### config.mk
export PLATFORM = sky130hd
export DESIGN_NAME = lpe_queue
export DESIGN_NICKNAME = d
export VERILOG_FILES = /design/src/design/lpe_pkg.sv /design/src/design/lpe_queue.sv
export SDC_FILE = /design/constraint.sdc
export NUM_CORES = 1
export LEC_CHECK = 0
export BUFFER_PORTS_ARGS = -buffer_cell sky130_fd_sc_hd__buf_4
export CAP_MARGIN = 20
export CORE_AREA = 8 8 61 115
export CTS_BUF_LIST = sky130_fd_sc_hd__clkbuf_2 sky130_fd_sc_hd__clkbuf_4 sky130_fd_sc_hd__clkbuf_8
export CTS_CLUSTER_DIAMETER = 80
export DETAILED_ROUTE_END_ITERATION = 16
export DIE_AREA = 0 0 69 123
export PLACE_DENSITY = 0.75
export SYNTH_ARGS = -nofsm -noshare
export SYNTH_HDL_FRONTEND = slang
export SYNTH_SLANG_ARGS = --single-unit
### constraint.sdc
create_clock -name clk -period 6.52 [get_ports clk]
set_clock_uncertainty 0.05 [all_clocks]
set_input_delay 0.652 -clock clk [delete_from_list [all_inputs] [get_ports clk]]
set_output_delay 0.652 -clock clk [all_outputs]
set_load 0.1 [all_outputs]
### src/design/lpe_pkg.sv
// Shared types, constants and code helpers for the lossless plane encoder.
package lpe_pkg;

  localparam int NUM_CONTEXTS = 128;
  localparam int CTX_W        = 7;
  localparam int AVG_W        = 24;
  localparam logic [AVG_W-1:0] AVG_INIT = 24'h030000;  // 3.0 in 8.16
  localparam int ESC_Q        = 24;
  localparam logic [3:0] RUN_K = 4'd3;
  localparam int CODE_W       = 43;
  localparam int LEN_W        = 6;

  typedef logic signed [8:0] resid_t;

  typedef struct packed {
    resid_t           res;
    logic [CTX_W-1:0] ctx;
    logic             eop;
  } lpe_item_t;

  typedef struct packed {
    logic [CODE_W-1:0] bits;
    logic [LEN_W-1:0]  len;
  } code_t;

  // k = round(log2 A) (1 in [0.5,1), 0 below): thresholds ceil(2^(j+15.5)); j above 8 is past 24 bits
  function automatic logic [3:0] k_of(input logic [AVG_W-1:0] avg);
    logic [3:0] k;
    k = 4'd0;
    if (avg < 24'h008000) begin
      k = 4'd0;
    end else if (avg < 24'h010000) begin
      k = 4'd1;
    end else begin
      if (avg >= 24'd92682)    k = 4'd1;
      if (avg >= 24'd185364)   k = 4'd2;
      if (avg >= 24'd370728)   k = 4'd3;
      if (avg >= 24'd741456)   k = 4'd4;
      if (avg >= 24'd1482911)  k = 4'd5;
      if (avg >= 24'd2965821)  k = 4'd6;
      if (avg >= 24'd5931642)  k = 4'd7;
      if (avg >= 24'd11863284) k = 4'd8;
    end
    return k;
  endfunction

  // flag, unary quotient, stop bit, k low bits; escape when the quotient is too long
  function automatic code_t make_code(input logic flag, input logic [15:0] v,
                                      input logic [3:0] k);
    logic [15:0] q;
    logic [5:0]  sh;
    logic [42:0] ones;
    code_t       c;
    q = v >> k;
    sh = {1'b0, q[4:0]} + {2'b00, k} + 6'd1;
    ones = (43'd1 << q[4:0]) - 43'd1;
    if (q > 16'(ESC_Q)) begin
      c.bits = {flag, 25'h1FFFFFF, 1'b0, v};
      c.len  = 6'd43;
    end else begin
      c.bits = ({42'd0, flag} << sh) | (ones << ({2'b00, k} + 6'd1))
             | ({27'd0, v} & ((43'd1 << k) - 43'd1));
      c.len  = {1'b0, q[4:0]} + {2'b00, k} + 6'd2;
    end
    return c;
  endfunction

endpackage

### src/design/lpe_queue.sv
// Short queue between the classifying front end and the coding back end.
module lpe_queue (
  input  logic               clk,
  input  logic               rst,
  input  logic               in_valid,
  output logic               in_ready,
  input  lpe_pkg::lpe_item_t in_item,
  output logic               out_valid,
  input  logic               out_ready,
  output lpe_pkg::lpe_item_t out_item
);
  import lpe_pkg::*;

  localparam int DEPTH = 4;
  localparam int PW    = $clog2(DEPTH);

  lpe_item_t     slots [DEPTH];
  logic [PW-1:0] wr_ptr;
  logic [PW-1:0] rd_ptr;
  logic [PW:0]   count;
  logic          push;
  logic          pop;

  assign in_ready  = (count != (PW+1)'(DEPTH));
  assign out_valid = (count != '0);
  assign push      = in_valid && in_ready;
  assign pop       = out_valid && out_ready;
  assign out_item  = slots[rd_ptr];

  always_ff @(posedge clk) begin
    if (rst) begin
      wr_ptr <= '0;
      rd_ptr <= '0;
      count  <= '0;
    end else begin
      if (push) wr_ptr <= wr_ptr + PW'(1);
      if (pop)  rd_ptr <= rd_ptr + PW'(1);
      if (push && !pop)      count <= count + (PW+1)'(1);
      else if (pop && !push) count <= count - (PW+1)'(1);
    end
  end

  always_ff @(posedge clk) begin
    if (push) slots[wr_ptr] <= in_item;
  end

endmodule

==> impl_metrics.ini <==
[clock_network]
cts-resized-gates = 0
cts_root_buf = clkbuf_8
cts_sinks = 77
postCtsHoldBufs = 0
tritoncts = done
numCtsBuffers = 9
clkTransAtPathRegs_ps = 80
clk_latency_ps = 330
cts_buffer_depth = 2
cts_setup_buffers = 0
h-tree-depth = 3

[timing]
fin_setup_tns_ps = 0
period_minus_slack_ps = 2703
setup_viol = 0
fmax_mhz = 369.9
maxSlewViolCount = 0
slew_headroom = 0.3802
period_share = 0.4146
hold_viol_final = 0
rsz0062_at_grt = no
worst-slew-pin-transition_ps = 929.7

[worst_setup_path]
rrSetupSlack_ps = 4320
cp_slowest_cell = dfxtp_1
critPathRequiredTime_ps = 5820
timing_worst_setup_path_type = reg -> out
critPathLaunchType = flop
crit_buf_inv = 2
critical_path.max_fanout = 11
critical-path-max-stage-delay_ps = 620
cpLargestDelayFamily = flip-flops
worst_setup_path_end_kind = output port
worstPathCellList = buf_8 -> mux4_1 -> buf_4
arrival_ps = 2000

[synthesis]
synth.most_common_cell = edfxtp_1
yosys-top-cells-count = edfxtp_1, mux4_2, dfxtp_1
postSynthCellCount = 137
syn_area_sq_um = 2970
synth_top_family_by_area = multiplexers
synth_fa_ha_area_frac = 0.02780
synthArstFlopShare = 0
synth_compound_area_frac = 0.01685
synth.avg_cell_area_sq_um = 21.68
yosys_register_bits = 77
synth-simple-area-share = 0.02822
synth_edf_count = 68
synth_nets = 164
synth_flop_cell = edfxtp_1
ys_top_cells_by_area = edfxtp_1, mux4_2, mux4_1
ys_warn_count = 0
yosysTopAreaCellShare = 0.6874
synth_xor_area_frac = 0.01179
ys_types = 24
yosysTopAreaCell = edfxtp_1
synth_seq_area_share = 0.7481
synth_mux_area_frac = 0.1483

[route]
drtIter0Drc = 56
vias = 1363
drcViolationCount = 0
vias_per_cell = 5.474
firstDrtPassIters = 4
wl_mm = 4.557
ant_nets = 0
avgRoutedWirePerCell_um = 18.30

[placed_design]
dp_hpwl_mm = 2.932
globalplace.congestion = 0.6487
io_buffers = 39

[die]
fp-row-count = 39
dieHeight_um = 123
initial_core_util = 0.5340
core_sq_um = 5563
chipWidth_um = 69
dieArea_sq_um = 8487
io_pins = 40

[final_layout]
drive_above_1_share = 0.3511
layout.nets = 210
antenna_cells = 0
area_delta_synth_final_pct = 18.62

[min_path]
worstHoldPathType = in -> reg

[global_route]
grt.overflow.total = 0
globalRouteTotalUtil = 0.1133
grt_pass1_vias = 1511
antenna_found_initial = 0
grt_pass1_wl_mm = 7.348
grt_max_degree = 18

[outcome]
status = finished clean

[run]
maxCapViolCount = 0
registers in the layout, summed over array words and instances, names as in the netlist, named ones only:
signal,count
wr_ptr,2
rd_ptr,2
count,3
slots,68
metal layers:
metal  routed length (um)  track usage
met1                 1918       0.1224
met2                 2351       0.1890
met3                  207      0.02731
met4                   80      0.08516
met5                    0            0
kinds of logic after synthesis:
family	count (synthesis)
AND/OR/NAND/NOR	17
multiplexers	20
adder cells (fa/ha/maj)	6
XOR/XNOR	4
buffers and inverters	8
AO/OA/AOI/OAI	5
flip-flops	77
worst reg2reg max path, stage by stage (launching register included):
cell	delay, ps
dfxtp_1	460
nor2_1	130
a21boi_4	250
ha_1	220
inv_1	60
fa_1	370
xor2_1	160
or3_1	300
a21oi_1	130
cell usage in the layout (no fill, tap or decap):
cell type   count
edfxtp_1       68
buf_4          39
mux4_2         10
dfxtp_1         9
clkbuf_8        9
nor2_1          8
mux4_1          7
ha_1            5
and2_1          4
xor2_1          4
inv_1           3
or3_1           2
mux2i_1         2
nand2b_1        2
bufinv_16       2
clkinv_1        2
clkbuf_4        2
a21boi_4        1
nand2_1         1
o31ai_2         1
mux2_1          1
o311ai_1        1
o21ai_0         1
a21oi_1         1
fa_1            1
clkinvlp_4      1
buf_8           1
stage by stage:
stage                       util  area [sq um]  cells  worst slack (ps)  hold WS, ps
after CTS                 0.6307          3508    248              3433        437.0
after global routing      0.6334          3523    249              3675        444.3
after detailed placement  0.5922          3294    232              3816        464.9
final                     0.6334          3523    249              3817        462.2
after floorplan                -          2970    137              4360        432.0
after global placement    0.5922          3294    232              3822        446.4
layout make-up:
class	instances	area, sq um
Fill cell	418	2039
Tap cell	61	76.32
Clock buffer	11	138.9
Multi-Input combinational cell	52	691.9
Timing Repair Buffer	40	307.8
Inverter	3	11.26
Clock inverter	5	75.07
Sequential cell	77	2222
final timing paths:
check | startpoint | endpoint | cells past startpoint
worst max-delay path | flop | out_item[15] | 3
worst min-delay path | in_item[2] | slots[1][2]$_DFFE_PP_ | 1
worst max register to register | count[0]$_SDFFE_PP0P_ | count[2]$_SDFFE_PP0P_ | 8
worst min register to register | wr_ptr[1]$_SDFFE_PP0P_ | wr_ptr[1]$_SDFFE_PP0P_ | 2
Power is left out: the tool's default activity adds up to more than one toggle a clock period on the data nets, which glitch-free logic cannot reach.
