$ cat config.mk
export PLATFORM = sky130hd
export DESIGN_NAME = lpe_back
export DESIGN_NICKNAME = d
export VERILOG_FILES = /design/src/design/lpe_pkg.sv /design/src/design/lpe_back.sv
export SDC_FILE = /design/constraint.sdc
export NUM_CORES = 2
export LEC_CHECK = 0
export BUFFER_PORTS_ARGS = -buffer_cell sky130_fd_sc_hd__buf_2
export CAP_MARGIN = 10
export CORE_ASPECT_RATIO = 0.8
export CORE_MARGIN = 4
export CORE_UTILIZATION = 55
export DETAILED_ROUTE_END_ITERATION = 8
export GPL_ROUTABILITY_DRIVEN = 0
export PLACE_DENSITY_LB_ADDON = 0.25
export SETUP_SLACK_MARGIN = 0.02
export SLEW_MARGIN = 20
export SYNTH_ARGS = -nofsm -noshare
export SYNTH_HDL_FRONTEND = slang
export SYNTH_SLANG_ARGS = --single-unit
$ cat constraint.sdc
create_clock -name clk -period 19 [get_ports clk]
set_input_delay 2.85 -clock clk [delete_from_list [all_inputs] [get_ports clk]]
set_output_delay 2.85 -clock clk [all_outputs]
set_load 0.01 [all_outputs]
$ cat src/design/lpe_pkg.sv
// Shared types, constants and code helpers for the lossless plane encoder.
package lpe_pkg;

  localparam int NUM_CONTEXTS = 128;
  localparam int CTX_W        = 7;
  localparam int AVG_W        = 24;
  localparam logic [AVG_W-1:0] AVG_INIT = 24'h030000;  // 3.0 in 8.16
  localparam int ESC_Q        = 24;
  localparam logic [3:0] RUN_K = 4'd3;
  localparam int CODE_W       = 43;
  localparam int LEN_W        = 6;

  typedef logic signed [8:0] resid_t;

  typedef struct packed {
    resid_t           res;
    logic [CTX_W-1:0] ctx;
    logic             eop;
  } lpe_item_t;

  typedef struct packed {
    logic [CODE_W-1:0] bits;
    logic [LEN_W-1:0]  len;
  } code_t;

  // k = round(log2 A) (1 in [0.5,1), 0 below): thresholds ceil(2^(j+15.5)); j above 8 is past 24 bits
  function automatic logic [3:0] k_of(input logic [AVG_W-1:0] avg);
    logic [3:0] k;
    k = 4'd0;
    if (avg < 24'h008000) begin
      k = 4'd0;
    end else if (avg < 24'h010000) begin
      k = 4'd1;
    end else begin
      if (avg >= 24'd92682)    k = 4'd1;
      if (avg >= 24'd185364)   k = 4'd2;
      if (avg >= 24'd370728)   k = 4'd3;
      if (avg >= 24'd741456)   k = 4'd4;
      if (avg >= 24'd1482911)  k = 4'd5;
      if (avg >= 24'd2965821)  k = 4'd6;
      if (avg >= 24'd5931642)  k = 4'd7;
      if (avg >= 24'd11863284) k = 4'd8;
    end
    return k;
  endfunction

  // flag, unary quotient, stop bit, k low bits; escape when the quotient is too long
  function automatic code_t make_code(input logic flag, input logic [15:0] v,
                                      input logic [3:0] k);
    logic [15:0] q;
    logic [5:0]  sh;
    logic [42:0] ones;
    code_t       c;
    q = v >> k;
    sh = {1'b0, q[4:0]} + {2'b00, k} + 6'd1;
    ones = (43'd1 << q[4:0]) - 43'd1;
    if (q > 16'(ESC_Q)) begin
      c.bits = {flag, 25'h1FFFFFF, 1'b0, v};
      c.len  = 6'd43;
    end else begin
      c.bits = ({42'd0, flag} << sh) | (ones << ({2'b00, k} + 6'd1))
             | ({27'd0, v} & ((43'd1 << k) - 43'd1));
      c.len  = {1'b0, q[4:0]} + {2'b00, k} + 6'd2;
    end
    return c;
  endfunction

endpackage

$ cat src/design/lpe_back.sv
// Back end: run tracking, context averages, Rice codes and the output register.
module lpe_back #(
  parameter int MAX_RUN = 32768
) (
  input  logic               clk,
  input  logic               rst,
  input  logic               in_valid,
  output logic               in_ready,
  input  lpe_pkg::lpe_item_t in_item,
  output logic               out_valid,
  input  logic               out_ready,
  output logic [42:0]        code_bits,
  output logic [5:0]         code_length,
  output logic               last_of_item
);
  import lpe_pkg::*;

  logic [AVG_W-1:0]        avg_mem [NUM_CONTEXTS];
  logic [NUM_CONTEXTS-1:0] avg_vld;
  logic [AVG_W-1:0]        avg_rd;
  logic [AVG_W-1:0]        avg_fwd;
  logic                    use_init;
  logic                    use_fwd;

  logic      b_valid;
  lpe_item_t b_item;
  logic      phase;       // run code of a two-code item already sent
  logic [15:0] zero_run;

  logic [AVG_W-1:0] avg;
  logic [AVG_W-1:0] avg_new;
  logic [26:0]      avg_x7;
  logic        res_zero;
  logic [15:0] run_inc;
  logic        flush;
  logic [7:0]  mag;
  logic [8:0]  zz;
  logic [3:0]  k;
  logic [15:0] run_m1;
  code_t       run_code;
  code_t       res_code;
  logic        two;
  logic        none;
  logic        out_free;
  logic        emit;
  logic        commit;
  logic        load;
  logic        sel_run;
  logic        fwd_hit;

  always_comb begin
    avg      = use_init ? AVG_INIT : (use_fwd ? avg_fwd : avg_rd);
    res_zero = (b_item.res == '0);
    run_inc  = zero_run + 16'd1;
    flush    = ({1'b0, run_inc} >= 17'(MAX_RUN)) || b_item.eop;
    mag      = b_item.res[8] ? 8'(-b_item.res) : 8'(b_item.res);
    zz       = b_item.res[8] ? ({mag, 1'b0} - 9'd1) : {mag, 1'b0};
    k        = k_of(avg);
    run_m1   = res_zero ? zero_run : (zero_run - 16'd1);
    run_code = make_code(1'b1, {run_m1[14:0], 1'b0}, RUN_K);
    res_code = make_code(1'b0, {7'd0, zz}, k);
    avg_x7   = {avg, 3'b000} - {3'b000, avg};
    avg_new  = avg_x7[26:3] + {3'b000, mag, 13'd0};

    two      = !res_zero && (zero_run != 16'd0);
    none     = res_zero && !flush;
    out_free = !out_valid || out_ready;
    emit     = b_valid && !none && out_free;
    commit   = b_valid && (none || (out_free && (!two || phase)));
    load     = in_valid && (!b_valid || commit);
    sel_run  = res_zero || (two && !phase);
    fwd_hit  = commit && !res_zero && (b_item.ctx == in_item.ctx);
  end

  assign in_ready = !b_valid || commit;

  always_ff @(posedge clk) begin
    if (rst) begin
      b_valid   <= 1'b0;
      phase     <= 1'b0;
      zero_run  <= '0;
      avg_vld   <= '0;
      out_valid <= 1'b0;
    end else begin
      if (load)        b_valid <= 1'b1;
      else if (commit) b_valid <= 1'b0;

      if (commit)    phase <= 1'b0;
      else if (emit) phase <= 1'b1;

      if (commit) begin
        if (b_item.eop || !res_zero || flush) zero_run <= '0;
        else                                  zero_run <= run_inc;
        if (b_item.eop)     avg_vld <= '0;
        else if (!res_zero) avg_vld[b_item.ctx] <= 1'b1;
      end

      if (emit)           out_valid <= 1'b1;
      else if (out_ready) out_valid <= 1'b0;
    end
  end

  // average read at entry, with the update of the item leaving in the same cycle forwarded
  always_ff @(posedge clk) begin
    if (commit && !res_zero) avg_mem[b_item.ctx] <= avg_new;
    if (load) begin
      b_item   <= in_item;
      avg_rd   <= avg_mem[in_item.ctx];
      avg_fwd  <= avg_new;
      use_fwd  <= fwd_hit;
      use_init <= (commit && b_item.eop) || (!fwd_hit && !avg_vld[in_item.ctx]);
    end
    if (emit) begin
      code_bits    <= sel_run ? run_code.bits : res_code.bits;
      code_length  <= sel_run ? run_code.len : res_code.len;
      last_of_item <= !(two && !phase);
    end
  end

endmodule

==> impl.org <==
** Setup path
- Top cell family by delay on the critical path :: simple AND/OR/NAND/NOR gates
- The worst setup path is launched from a flop.
- In this run the worst path has a maximum fanout of 70.
- Max stage delay on crit path :: 0.85 ns
- Among all stages on the critical path, the largest delay is contributed by sky130_fd_sc_hd__ha_1.
- Number of gates on the worst path with buffers counted :: 20
- For the worst flop-to-flop path, the logic depth is 20.
- The startpoint identified for the worst register-to-register timing path is use_fwd.
- For the worst setup path, the data required time is 19.54 ns.
- Count of buffer and inverter cells on the critical path :: 3
- Crit path capture type :: flop
- The critical path goes through buf_4 > nand2b_1 > o22ai_1 > o41ai_1 > a211o_1 > and2_1 > nor2_1 > inv_1 > nor4_2 > a21o_1 > nor3_1 > nand2_1 > ha_1 > inv_1 > o21ai_0 > nor4_1 > nor4_1 > a21oi_1 > o21ai_0 > a31oi_1.
- Setup slack, reg-to-reg :: 9.94 ns
- The critical path is of the flop to flop type.
- Data arrival at the endpoint of the critical path :: 9.60 ns
- The endpoint identified for the worst register-to-register timing path is code_bits[21].

** Job
- Across the run, the number of max-cap violations was 0.

** Synthesis
- Warnings, synthesis :: 0
- Counting flops with an async set or reset pin after synthesis yields a share of 0%.
- Gate Count Post-Synth :: 6,628
- Flip-flop cell with the highest count after synthesis :: sky130_fd_sc_hd__edfxtp_1
- Syn Nets :: 6,702
- Yosys mapped a number of flops with a built-in enable equal to 3,189.
- Synthesis instantiated 109 different standard cells from the library.
- Synthesis inferred 3,336 register bits.
- In this run the cell area of the synthesized design comes to 134,800 um2.
- Sequential elements use 73.20% of the synthesized area.
- A synthesized cell averages 20.34 um2.

** Route
- The first routing iteration left 11,730 violations.
- Count of vias placed by the detailed router :: 71,540
- Iteration count of the initial detailed-routing pass :: 9
- The routed design has 359.6 mm of wire.
- After detailed routing, the average wire length per cell comes to 34.49 um.
- For this run, design rule violations remaining after detail routing come to 4.
- The detail route stage leaves a number of antenna-violating nets equal to 0.
- Dividing the detail-routed via count by the number of cells gives 6.860.

** Timing
- Setup repair after global routing missed its margin :: no
- Post-layout min period :: 9.060 ns
- In the final timing run, aggregate negative setup slack is 0 ns.
- Count of final max-slew check failures :: 0
- Worst Clk Skew :: 0.06255 ns
- Derived from the worst setup path, the maximum achievable clock frequency is 110.4 MHz.
- The worst path uses 47.68% of the clock period.
- Setup violations remaining at the end of the flow were counted as 0.
- The final hold violation count came to 0.
- Worst max-slew margin expressed relative to the limit :: 22.83%
- At the pin with the least slew margin, the transition time is 1.128 ns.
- Crit path setup slack, layout :: 9.940 ns

** Cells and area
- The post-route netlist has 28.56% of its cells at a drive strength greater than 1.
- Summing all multi-input logic gate instances after layout gives 35,190 um2.
- Summing all flip-flop and latch instances after layout gives 98,700 um2.
- The net count of the finished layout is 6,964.
- Number of fillers in the final layout :: 16,330
- Relative area change from synthesis to final layout :: 11.91%

** Floorplan
- Once the floorplan was initialized, standard cells occupied 55.30% of the core.
- Height of the die :: 450.9 um
- During I/O placement, the number of pins put on the boundary was 73.
- The die covers 253,200 um2.
- Core Footprint :: 243,800 um2
- The floorplan step set the die width to 561.6 um.
- The floorplan has 162 rows.

** Power and ir drop
- For this design the static power due to leakage is 47.60 nW.
- Combinational share of power :: 7.0%
- In this run, flip-flops and latches consume 52.9% of the power.
- For this design the total switching power over the nets is 3.464 mW.
- Per report_power, the clock group accounts for 40.1% of the total.
- Dividing total power by cell area gives a power density of 103.3 nW/um2.
- Maximum resistive drop on vdd :: 72.20 uV
- Internal power summed over all cells :: 12.12 mW
- Net switching is 22.22% of the power.

** GRT
- The number of global-route vias before repair came to 69,540.
- Initial antenna violation count :: 38
- Maximum number of pins on one net before global-route repair :: 130
- Gr usage total :: 28.45%
- The first global-routing pass estimated 516.4 mm of wire.
- Summed over all layers, the global routing overflow is 0.

** Clock network
- Max clock buf depth :: 4
- Gates resized during post-CTS repair numbered 0.
- Counting the buffers created by CTS gives 316.
- Level count of the clock H-tree :: 5
- Root Buffer Master :: sky130_fd_sc_hd__clkbuf_16
- Hold Buf Count CTS :: 0
- For the worst-skew pair, the clock arrives at the later sink with an insertion delay of 0.89 ns.
- Counting every sink on the clock net gives 3,336.
- After clock tree synthesis, the setup repair step added 0 buffers.
- Clock tree from TritonCTS :: done
- Clock-pin slew reported for the worst setup and hold paths after clock tree synthesis :: 0.07 ns

** Place
- Before CTS, the worst setup slack after placement is 10.37 ns.
- During placement, the flow inserted port buffers numbering 72.
- Detailed placement ended at an HPWL of 203.7 mm.

** Outcome
- The final reports fail on design-rule violations.
- Outcome :: complete, but fails checks

** Worst hold path
- Along the worst hold path, the cell count comes to 2.
- For hold timing, the worst endpoint is avg_vld[118].
- Path category of the worst min-delay check :: flop to flop
- HP Start :: avg_vld[118]
cells by family (layout without fill, tap and decap cells):
group | after synthesis | after routing | synth area share (%)
muxes | 1123 | 1123 | 18.13
DFF | 3336 | 3336 | 73.20
buffers and inverters | 438 | 943 | 1.262
and+or+nand+nor | 933 | 933 | 3.138
other | 0 | 15 | 0
xor gates and xnor gates | 92 | 92 | 0.6032
adders and majority gates | 54 | 54 | 0.5104
AOI/OAI and AO/OA | 652 | 652 | 3.152
cells in the final DEF (no fill, tap or decap), types with 24 or more instances in the layout:
cell type,netlist,routed
sky130_fd_sc_hd__nor2_1,468,331
sky130_fd_sc_hd__dfxtp_1,147,147
sky130_fd_sc_hd__inv_1,59,58
sky130_fd_sc_hd__clkinv_1,1,63
sky130_fd_sc_hd__mux4_2,1052,1052
sky130_fd_sc_hd__nor2_2,0,115
sky130_fd_sc_hd__mux2i_1,39,39
sky130_fd_sc_hd__mux2_2,30,30
sky130_fd_sc_hd__nand2b_1,26,25
sky130_fd_sc_hd__bufinv_16,0,32
sky130_fd_sc_hd__ha_1,51,50
sky130_fd_sc_hd__a31oi_1,34,34
sky130_fd_sc_hd__buf_4,5,221
sky130_fd_sc_hd__buf_2,17,67
sky130_fd_sc_hd__nand2_1,150,150
sky130_fd_sc_hd__clkinv_2,0,42
sky130_fd_sc_hd__edfxtp_1,3189,3189
sky130_fd_sc_hd__nor3_1,69,67
sky130_fd_sc_hd__o21ai_0,94,94
sky130_fd_sc_hd__a21oi_1,246,246
sky130_fd_sc_hd__clkbuf_1,273,75
sky130_fd_sc_hd__clkbuf_16,0,321
sky130_fd_sc_hd__nand3_1,64,62
sky130_fd_sc_hd__a211oi_1,35,35
sky130_fd_sc_hd__xnor2_1,63,49
sky130_fd_sc_hd__nor2b_1,25,24
cell type report:
class | instances | share of cell area (%)
Timing Repair Buffer | 315 | 1.696
Antenna cell | 15 | 0.02488
Tap cell | 3280 | 2.720
Multi-Input combinational cell | 2854 | 23.32
Clock inverter | 164 | 1.137
Clock buffer | 397 | 5.519
Inverter | 67 | 0.1700
Sequential cell | 3336 | 65.41
tightest hold or removal path: stages, from the launching register on:
cell and delay [ns]:
sky130_fd_sc_hd__dfxtp_1 0.32, sky130_fd_sc_hd__a21oi_1 0.04, sky130_fd_sc_hd__nor2_1 0.07
flip-flops by register name, indices dropped and copies added (netlist names), 6 cells and up:
register / cells
zero_run: 16
avg_vld: 128
code_bits: 43
avg_fwd: 24
avg_rd: 24
b_item: 17
code_length: 6
avg_mem: 3072
metal layers:
layer | track usage [%] | share of wire, % | vias to the layer above
met5 | 0 | 0.029 | -
met4 | 8.765 | 3.4 | 16
met3 | 8.041 | 14 | 761
met2 | 41.24 | 45 | 5087
met1 | 42.58 | 38 | 37450
li1 | - | - | 28230
power by group through the flow:
| stage | Sequential, mW | Clock (mW) | Combinational [mW] |
|---|---|---|---|
| after floorplan | 8.43 | 0 | 0.638 |
| final | 8.24 | 6.25 | 1.10 |
| after detailed placement | 8.40 | 0 | 1.07 |
| after global routing | 8.24 | 6.65 | 1.15 |
| after CTS | 8.24 | 6.33 | 1.08 |
| after global placement | 8.40 | 0 | 1.05 |
metrics by stage:
stage	hold WS, ns	instances	util, %	total power, mW	area (um2)
finish	0.4583	10430	61.88	15.58	150900
detailed placement	0.4481	9847	57.69	9.472	140700
global route	0.4851	10410	61.87	16.04	150900
CTS	0.4627	10410	61.81	15.64	150700
floorplan	0.4315	6628	-	9.066	134800
global placement	0.4414	9836	57.57	9.447	140400
how the worst max path moves through the flow:
| stage | end | slack (ns) | start |
|---|---|---|---|
| CTS | code_bits[21] | 10.36 | use_fwd |
| global route | code_bits[21] | 9.40 | use_fwd |
| detailed placement | code_bits[21] | 10.37 | use_fwd |
| finish | code_bits[21] | 9.94 | use_fwd |
| floorplan | avg_fwd[23] | 9.43 | use_init |
| global placement | avg_rd[0] | 10.45 | in_item[1] |
synth_stat cells, drive strengths merged, types with 40 or more instances:
cell    count  area share (%)
nor3       73            0.29
a21oi     249            0.94
edfxtp   3189              71
mux4     1052              18
buf        98            0.31
nor2      468             1.3
ha         51            0.47
mux2i      40            0.30
inv        66            0.19
nand3      66            0.25
o21ai     102            0.38
xnor2      64            0.42
clkbuf    273            0.76
dfxtp     147             2.2
nand2     150            0.42
Note: power is estimated with default switching activity, not from simulation.
